**config.mk**
```make
export PLATFORM = sky130hd
export DESIGN_NAME = mrr_ram
export DESIGN_NICKNAME = d
export VERILOG_FILES = /design/src/hw/rtl/mrr_ram.sv
export SDC_FILE = /design/constraint.sdc
export NUM_CORES = 1
export LEC_CHECK = 0
export BUFFER_PORTS_ARGS = -buffer_cell sky130_fd_sc_hd__buf_2
export CORE_MARGIN = 2
export CORE_UTILIZATION = 55
export CTS_CLUSTER_DIAMETER = 100
export DETAILED_ROUTE_END_ITERATION = 8
export GPL_TIMING_DRIVEN = 0
export PLACE_DENSITY_LB_ADDON = 0.2
export RECOVER_POWER = 50
export SYNTH_ARGS = -nofsm -noshare
export SYNTH_HDL_FRONTEND = slang
export SYNTH_SLANG_ARGS = --single-unit
```
**constraint.sdc**
```tcl
create_clock -name aclk -period 3.77 [get_ports aclk]
set_clock_uncertainty 0.15 [all_clocks]
set_input_delay 0.754 -clock aclk [delete_from_list [all_inputs] [get_ports aclk]]
set_output_delay 0.754 -clock aclk [all_outputs]
set_load 0.1 [all_outputs]
```
**src/hw/rtl/mrr_ram.sv**
```systemverilog
// Generic simple dual-port RAM with one write port and a registered read port.
// Has no dependencies; width and depth are set by parameters.
module mrr_ram #(
    parameter int WIDTH = 8,
    parameter int DEPTH = 16
) (
    input  logic                     aclk,
    input  logic                     we,
    input  logic [$clog2(DEPTH)-1:0] waddr,
    input  logic [WIDTH-1:0]         wdata,
    input  logic                     re,
    input  logic [$clog2(DEPTH)-1:0] raddr,
    output logic [WIDTH-1:0]         rdata
);

    logic [WIDTH-1:0] mem [DEPTH];
    logic [WIDTH-1:0] rdata_reg;

    always_ff @(posedge aclk) begin
        if (we) begin
            mem[waddr] <= wdata;
        end
        if (re) begin
            rdata_reg <= mem[raddr];
        end
    end

    assign rdata = rdata_reg;

endmodule
```
* Word-level counts from Yosys, hierarchy flattened *
Memories as Yosys holds them, arrays and structs flattened. A register that Yosys moved wholly into a read port is not among the register bits.
Index checks and enable logic that the tools add are counted.

word-level totals
  register bits = 0
  bits in writable memories = 128
  input bits = 19
  output and inout bits = 8
  logic and storage cells = 3
  memories = 1

memory list
  name  words  bits a word  read ports  clocked after memory_dff  wr ports  RTL line  RTL
  mem   16     8            1           1                         1         16        logic [WIDTH-1:0] mem [DEPTH];

cells by class
  muxes and demuxes = 2

operators by type and width
  kind     number
  $mux W1  2

* Logic depth before layout (Yosys ltp) *
Gate-level depths: netlist (run 1).

  depth in word-level cells = 2
  depth in mapped cells = 5
  mapped depth without buffers = 3

* Worst setup path after synthesis (run 1) *
OpenSTA, ideal clock, no wires.

  path type = input to register
  start point = input waddr[2]
  end point = memory mem[0][0], enable pin
  setup time = 0.383 ns
  arrival = 1.864 ns
  data required time = 3.237 ns
  setup slack = 1.373 ns
  stages on the path = 2
  path buffers = 0
  cell sequence = or3b_2 nor3_1

RTL lines
  what             RTL line  RTL
  start, declared  9         input logic [$clog2(DEPTH)-1:0] waddr,
  end, declared    16

No word-level cell before the write port.

* Final worst setup path (run 1) *
  start point = input waddr[2]
  end point = memory mem[0][5], enable pin

No word-level cell before the write port.

==> metrics.txt, run 1 <==
status finished, final reports clean; DP HPWL 6.052 mm; Clock Tree Root clkbuf_8; Yosys Warn Count 0; max-slew violations 0; worst-path cell chain buf_2 > or3b_2 > nor3_1; routed wire length 9.884 mm; post-route cell area 0.006033 mm2; Hold WC Path Type input pin to flop; worst r2r src mem[5][0]; leading area contributor after synthesis edfxtp_1; total grt overflow 0; Layout Utilization about 65%; worst-case reg-to-reg path depth 3; WL/cell 23.87 um; die area 0.01030 mm2; max reg flops 128; n_diodes 0; Critical Path AT 2.38 ns; Synth async-reset ratio 0%; IO Pins 27; RSZ-0062 raised after global routing false; CP max stage cell nor3_1; first-pass detailed-route iteration total 7; Distinct cells, synth 18; post-synth net total 248; Post-Syn Instances 229; CP peak stage delay 0.98 ns; effective utilization at floorplan 56.57%; Required @ worst endpoint ~3.7 ns; area of the mapped netlist 0.005228 mm2; nets 292; cts bufs inserted 17; Fin. Hold Viols 0; CTS tree built; maximum VDD drop 0.3171 mV; worst r2r dst rdata[0]; Seq cells post-synth 136; CP bufs+invs 1; clk sinks around 140; hold_sp re; relative slew slack a little over an eighth; Most used DFF post-synth edfxtp_1; CP Max Fanout 8; num rows 35; fraction of layout cells with a size suffix above 1 23.51%; most common cell in the netlist edfxtp_1; Cells after DPL 383; Layout Cells excl Fill 414; Die Width roughly 100 um; Cell Area, Placed 0.005514 mm2; Resized cells post-CTS 0; kind of critical path input pin to flop; DR vias 2441; synth cell count leaders 136 x edfxtp_1, 18 x mux4_2, 16 x a22oi_1; Hold EP rdata[0]; overall routing resource usage 21.22%; worst-case clock buffer depth 2; reg-to-reg slack, setup 2.00 ns; Final setup viols 0; Skew-Pair Late Insertion Delay 0.52 ns; DRC Markers 0; vias in the first global route 2415; share of the synthesized area in the top cell type 78.12%; Fillers 600; PortBufs 25; die span in y 101.5 um; synth top area cells edfxtp_1 78%, mux4_2 7.8%, mux4_1 7.0%, a22oi_1 2.3%, nor2_1 0.93%; first-pass GRT wire length 14.63 mm; initial antenna violation count 0; Top delay family on crit path simple AND/OR/NAND/NOR gates; P_leak slightly below 2 nW; power per cell area 564.2 mW/mm2; Worst-Margin Slew 1.286 ns; hold depth 1; Final Hold Slack 0.5271 ns; Max-Cap Viols 0; sequential share of the synthesized area 78.12%; f_max 414.9 MHz; largest net degree at the start of global routing 17; core area about 0.009 mm2; Syn-to-layout area delta 15.41%; critical path capture point type flop; H-Tree Depth 4; final period utilization 63.94%; Worst-path clk slew 0.06 ns; Placer Congestion 0.7171; min Tclk post-route roughly 2.4 ns; hold_buf cts 0; Critical Path Start Type input pin; number of synthesized flops with an enable pin 136; DRT iter0 DRCs 302; Syn Area/Cell 22.83 um2; setup TNS after final layout 0 ns; Antenna Violating Nets Remaining 0; vias per inst 5.896; number of setup buffers added after CTS 0
layout by cell type, fill, tap and decap left out, drive strengths merged, types with 3 or more instances in the layout:
cell and instances:
buf 22, nor3 4, clkinvlp 3, clkinv 7, mux4 32, clkdlybuf4s25 3
nand2 9, edfxtp 136, a22oi 16, clkbuf 29, nor2 13
kinds of logic after synthesis:
| kind of cell | after synthesis | synth area share [%] |
|---|---|---|
| buf+inv | 10 | 1.651 |
| compound gates | 16 | 2.298 |
| flops | 136 | 78.12 |
| mux | 32 | 14.79 |
| simple gates | 35 | 3.136 |
how the worst max path moves through the flow:
| stage | from | end | slack (ns) | cells past startpoint |
|---|---|---|---|---|
| floorplan | waddr[2] | mem[0][0] | 1.37 | 2 |
| global placement | waddr[2] | mem[0][2] | 0.82 | 3 |
| detailed placement | waddr[2] | mem[0][2] | 0.74 | 3 |
| CTS | waddr[2] | mem[0][5] | 1.28 | 3 |
| global route | waddr[2] | mem[0][0] | 1.24 | 3 |
| finish | waddr[2] | mem[0][5] | 1.36 | 3 |
layer usage:
| metal | track usage, % | wire length [um] | vias up | part of all wire [%] |
|---|---|---|---|---|
| met5 | 0 | 0 | - | 0 |
| met2 | 31.28 | 4891 | 117 | 49 |
| met1 | 31.23 | 4153 | 1242 | 42 |
| met4 | 9.356 | 95 | 0 | 0.96 |
| met3 | 4.555 | 743 | 12 | 7.5 |
| li1 | - | - | 1070 | - |
cell type report:
| cell class | count | area [um2] | area share [%] |
|---|---|---|---|
| Timing Repair Buffer | 25 | 112.6 | 1.866 |
| Clock inverter | 12 | 110.1 | 1.825 |
| Tap cell | 129 | 161.4 | 2.675 |
| Clock buffer | 19 | 421.7 | 6.989 |
| Buffer | 10 | 86.33 | 1.431 |
| Multi-Input combinational cell | 83 | 1057 | 17.52 |
| Sequential cell | 136 | 4084 | 67.69 |
through the flow:
stage	setup WS [ns]	total power, mW
global route	1.237	3.500
detailed placement	0.7409	1.955
floorplan	1.373	1.882
CTS	1.283	3.415
finish	1.360	3.404
global placement	0.8167	1.948
where the power goes:
group	internal (mW)	switching [mW]
sequential	1.71	0.00746
clock	0.919	0.562
combinational	0.0639	0.146
Power figures use the tool's default switching activity.
==> inputs of run 2 (changes only) <==
Settings changed: ABC_AREA from default to 1.
Clock period 3.77 ns to 2 ns, I/O delays scaled along.
==> metrics.txt, run 2 <==
Setup WS post-layout 0.1762 ns (-1.183 ns); WL/cell 18.66 um (-22%); DP HPWL 8.960 mm (+48%); CP max stage cell buf_2; area of the mapped netlist 0.005847 mm2 (+12%); DR vias 3963 (+62%); PortBufs 23 (-8.0%); synth cell count leaders 173 x nand2_1, 136 x edfxtp_1, 100 x inv_1; Syn-to-layout area delta 14.59%; Resized cells post-CTS 0 (unchanged); Antenna Violating Nets Remaining 0 (unchanged); Cells after DPL 710 (+85%); clock power share 45.3% (+1.8 points); Hold WC Path Type input pin to flop; vias in the first global route 3794 (+57%); leading area contributor after synthesis edfxtp_1; combinational share of power 7.4% (+1.2 points); Die Width 107.1 um (+5.5%); Fin. Hold Viols 0 (unchanged); CP peak stage delay 0.42 ns (-0.56 ns); CP Max Fanout 1 (-7); first-pass detailed-route iteration total 5 (-2); relative slew slack 34.25% (+21 points); Skew-Pair Late Insertion Delay 0.53 ns (about the same); Final Hold Slack 0.1691 ns (-0.3580 ns); Max-Cap Viols 0 (unchanged); max reg flops 128 (unchanged); Yosys Warn Count 0 (unchanged); Seq cells post-synth 136 (unchanged); P_leak 2.882 nW (+46%); initial antenna violation count 0 (unchanged); num rows 37 (+5.7%); core area 0.01032 mm2 (+12%); Synth async-reset ratio 0% (unchanged); CP bufs+invs 1 (unchanged); Worst-Margin Slew 0.9826 ns (-0.3031 ns); largest net degree at the start of global routing 17 (unchanged); Distinct cells, synth 11 (-7); n_diodes 0 (unchanged); Pint 5.328 mW (+98%); Fillers 816 (+36%); Setup WS pre-CTS -0.05399 ns (-0.7949 ns); min Tclk post-route 1.824 ns; number of synthesized flops with an enable pin 136 (unchanged); H-Tree Depth 4 (unchanged); Top delay family on crit path buffers and inverters; sequential share of the synthesized area 69.85% (-8.3 points); cts bufs inserted 17 (unchanged); met3 wire len 1.424 mm (+92%); RSZ-0062 raised after global routing false; f_max 548.3 MHz; Worst-path clk slew 0.06 ns (about the same); Required @ worst endpoint 1.45 ns (-2.29 ns); most common cell after layout, fill and taps aside nand2_1; Top Layer Used met4; Clock Tree Root clkbuf_8; routed wire length 13.83 mm (+40%); Post-Syn Instances 551 (+140%); clk sinks 136 (unchanged); Critical Path Start Type flop; Met2 Wirelength 6.453 mm (+32%); first-pass GRT wire length 21.27 mm (+45%); Sw Share 21.95% (+0.93 points); most common cell in the netlist nand2_1; CTS tree built; synth top area cells edfxtp_1 70%, nand2_1 11%, nand3_1 8.3%, inv_1 6.4%, buf_6 1.2%; DRC Markers 0 (unchanged); share of the synthesized area in the top cell type 69.85% (-8.3 points); Psw 1.498 mW (+110%); die area 0.01147 mm2 (+11%); status finished, final reports clean; total grt overflow 0 (unchanged); max-slew violations 0 (unchanged); leading cell types in the layout, fill and taps excluded 173 x nand2_1, 136 x edfxtp_1, 100 x inv_1; fraction of layout cells with a size suffix above 1 10.58% (-13 points); nets 612 (+110%); Critical Path AT 1.27 ns (-1.11 ns); die span in y 107.1 um (+5.5%); power per cell area 1019 mW/mm2 (+81%); total power 6.826 mW (+100%); post-synth net total 570 (+130%); number of setup buffers added after CTS 0 (unchanged); Flop pwr share 47.3% (-3.0 points); vias per inst 5.348 (-9.3%); worst-path cell chain buf_2; final period utilization 91.19%; setup TNS after final layout 0 ns (unchanged); effective utilization at floorplan 56.64% (+0.061 points); M1 WL 5.611 mm (+35%); DRT iter0 DRCs 425 (+41%); IO Pins 27 (unchanged); hold_buf cts 0 (unchanged); Syn Area/Cell 10.61 um2 (-54%); Final setup viols 0 (unchanged); kind of critical path flop to output pin; critical path capture point type output pin; overall routing resource usage 26.44% (+5.2 points); worst-case clock buffer depth 2 (unchanged); Most used DFF post-synth edfxtp_1; maximum VDD drop 0.5919 mV (+87%); Placer Congestion 0.8595 (+20%); Layout Cells excl Fill 741 (+79%)
run 2: cell count changes after synthesis, moves of 2 or more:
cell             delta
a22oi_1            -16
buf_2              +10
buf_4               +3
buf_6               +3
clkdlybuf4s25_2     -3
inv_1             +100
inv_2               +2
mux4_1             -14
mux4_2             -18
nand2_1           +164
nand2b_1            -2
nand3_1            +96
nor2_1              +4
nor3_1              -4
run 2: routing by layer:
layer / up-vias / track usage, %
li1: 1863 / -
met5: - / 0
met3: 30 / 7.052
met2: 213 / 40.10
met4: 0 / 10.48
met1: 1857 / 36.61
run 2: cell type report:
class | instances | area (um2) | area share [%]
well taps | 136 | 170.2 | 2.540
clock inverters | 11 | 155.1 | 2.316
plain buffers | 24 | 166.4 | 2.484
multi-input cells | 289 | 1214 | 18.11
clock buffers | 20 | 425.4 | 6.349
flip-flops and latches | 136 | 4084 | 60.95
inverters | 102 | 382.9 | 5.714
repair buffers | 23 | 102.6 | 1.531
run 2: logic make-up (layout without fill, tap and decap cells):
| kind of cell | Yosys count | count (layout) | share of synthesized area (%) |
|---|---|---|---|
| flops | 136 | 136 | 69.85 |
| buf+inv | 126 | 180 | 9.394 |
| simple gates | 289 | 289 | 20.76 |
run 2: final timing paths:
| path | from | endpoint | slack (ns) | cells past startpoint |
|---|---|---|---|---|
| max | rdata[6] | rdata[6] | 0.18 | 1 |
| min | re | rdata[3] | 0.17 | 1 |
| max reg2reg | mem[14][3] | rdata[3] | 0.64 | 6 |
| min reg2reg | mem[6][2] | rdata[2] | 0.64 | 6 |
run 2: power groups by stage:
stage / combinational [mW] / clock, mW / sequential (mW)
finish: 0.507 / 3.09 / 3.23
global route: 0.549 / 3.22 / 3.23
CTS: 0.509 / 3.10 / 3.23
detailed placement: 0.504 / 0 / 3.29
global placement: 0.495 / 0 / 3.28
floorplan: 0.225 / 0 / 3.38
run 2: through the flow:
stage	instance area [um2]	utilization [%]
3_3_place_gp	6132	59.40
3_5_place_dp	6132	59.40
4_1_cts	6713	65.02
5_1_grt	6700	64.90
2_1_floorplan	5847	-
6_report	6700	64.90
==> inputs of run 3 (changes only) <==
Settings changed: CORE_MARGIN 2 to 4, GPL_TIMING_DRIVEN 0 to default.
==> metrics.txt, run 3 (synthesized netlist as in run 2, its figures left out) <==
worst-path cell chain buf_2; combinational share of power 6.9% (-0.5 points); first-pass GRT wire length 20.51 mm (-3.6%); core area 0.01032 mm2 (unchanged); cts bufs inserted 17 (unchanged); Worst-Margin Slew 0.8450 ns (-0.1376 ns); Setup WS post-layout 0.06478 ns (-0.1114 ns); CP Max Fanout 1 (unchanged); PortBufs 26 (+13%); kind of critical path flop to output pin; vias in the first global route 3734 (-1.6%); Final setup viols 0 (unchanged); hold depth 3 (+2); DRT iter0 DRCs 359 (-16%); Hold EP rdata[5]; Flop pwr share 46.6% (-0.7 points); CP max stage cell buf_2; Clock Tree Root clkbuf_8; CTS tree built; leading cell types in the layout, fill and taps excluded 173 x nand2_1, 136 x edfxtp_1, 100 x inv_1; largest net degree at the start of global routing 49 (+32); clock power share 46.5% (+1.2 points); number of setup buffers added after CTS 0 (unchanged); max reg flops 128 (unchanged); total grt overflow 0 (unchanged); Skew-Pair Late Insertion Delay 0.52 ns (about the same); min Tclk post-route 1.935 ns (+0.1114 ns); max-slew violations 0 (unchanged); Worst Setup SP rdata[2]; reg-to-reg slack, setup 0.70 ns (+0.06 ns); Pint 5.456 mW (+2.4%); Resized cells post-CTS 0 (unchanged); hold_buf cts 0 (unchanged); WL/cell 17.23 um (-7.7%); Layout Cells excl Fill 746 (+0.67%); nets 616 (+0.65%); status finished, final reports clean; DP HPWL 8.046 mm (-10%); Top delay family on crit path buffers and inverters; H-Tree Depth 4 (unchanged); worst r2r src mem[13][6]; clk sinks 136 (unchanged); P_leak 2.934 nW (+1.8%); Critical Path AT 1.39 ns (+0.12 ns); fraction of layout cells with a size suffix above 1 11.64% (+1.1 points); Setup WS pre-CTS 0.1641 ns (+0.2181 ns); Fin. Hold Viols 0 (unchanged); effective utilization at floorplan 56.64% (unchanged); critical path capture point type output pin; worst-case reg-to-reg path depth 6 (unchanged); Antenna Violating Nets Remaining 0 (unchanged); Die Width 111.1 um (+3.7%); maximum VDD drop 0.5514 mV (-6.8%); Psw 1.496 mW (-0.15%); RSZ-0062 raised after global routing false; die area 0.01234 mm2 (+7.6%); Hold WC Path Type input pin to flop; setup TNS after final layout 0 ns (unchanged); Max-Cap Viols 0 (unchanged); relative slew slack 43.67% (+9.4 points); overall routing resource usage 22.08% (-4.4 points); power per cell area 1023 mW/mm2 (+0.37%); Fillers 778 (-4.7%); final period utilization 96.76% (+5.6 points); worst-case clock buffer depth 2 (unchanged); Cells after DPL 714 (+0.56%); num rows 37 (unchanged); worst r2r dst rdata[6]; CP peak stage delay 0.46 ns (+0.04 ns); Worst-path clk slew 0.06 ns (about the same); initial antenna violation count 0 (unchanged); die span in y 111.1 um (+3.7%); Syn-to-layout area delta 16.29%; n_diodes 0 (unchanged); Layout Utilization 65.86% (+0.96 points); most common cell after layout, fill and taps aside nand2_1; Critical Path Start Type flop; IO Pins 27 (unchanged); f_max 516.7 MHz (-5.8%); routed wire length 12.86 mm (-7.0%); DRC Markers 0 (unchanged); Required @ worst endpoint 1.45 ns (about the same); first-pass detailed-route iteration total 5 (unchanged); DR vias 3882 (-2.0%); vias per inst 5.204 (-2.7%); CP bufs+invs 1 (unchanged); Placer Congestion 0.9043 (+5.2%); Sw Share 21.52% (-0.43 points); hold_sp raddr[3]
## run 3: cell count changes in the layout (fill, tap and decap cells not counted), sizes merged
cell | before | now
clkbuf | 30 | 28
clkinvlp | 1 | 3
clkinv | 6 | 7
buf | 37 | 40
bufinv | 4 | 5
## run 3: worst max path at each step
stage | depth (start not counted) | slack (ns) | endpoint
after CTS | 1 | 0.05 | rdata[2]
after global placement | 6 | 0.21 | rdata[6]
after detailed placement | 6 | 0.16 | rdata[6]
after floorplan | 2 | 0.50 | mem[10][0]
after global routing | 1 | 0.06 | rdata[2]
final | 1 | 0.06 | rdata[2]
## run 3: metal layers
metal / track usage (%) / vias up / wire length, um
met5: 0 / - / 0
met4: 8.029 / 0 / 272
met3: 5.677 / 21 / 921
met2: 34.95 / 134 / 6321
met1: 29.76 / 1853 / 5342
li1: - / 1874 / -
## run 3: stage by stage
stage / cell area, um2 / total power, mW / hold WS, ns
floorplan: 5847 / 3.610 / 0.3489
CTS: 6815 / 6.991 / 0.08071
detailed placement: 6193 / 3.781 / 0.5991
global placement: 6193 / 3.769 / 0.5934
global route: 6799 / 7.187 / 0.2013
finish: 6799 / 6.952 / 0.1758
## run 3: cell type report
| cell class | instances | area [um2] | area share (%) |
|---|---|---|---|
| Timing Repair Buffer | 51 | 326.6 | 4.803 |
| Inverter | 102 | 382.9 | 5.631 |
| Tap cell | 136 | 170.2 | 2.503 |
| Clock inverter | 15 | 207.7 | 3.055 |
| Multi-Input combinational cell | 289 | 1214 | 17.85 |
| Sequential cell | 136 | 4084 | 60.07 |
| Clock buffer | 17 | 414.1 | 6.091 |
## run 3: tightest hold or removal path: stages
cell	delay, ns
buf_2	0.18
nand3_1	0.10
nand2_1	0.06
## run 3: power by group through the flow
stage                     combinational (mW)  clock, mW  sequential [mW]
after floorplan                        0.225          0             3.38
after global placement                 0.477          0             3.29
after detailed placement               0.486          0             3.29
after CTS                              0.489       3.27             3.24
after global routing                   0.530       3.42             3.24
final                                  0.483       3.23             3.24
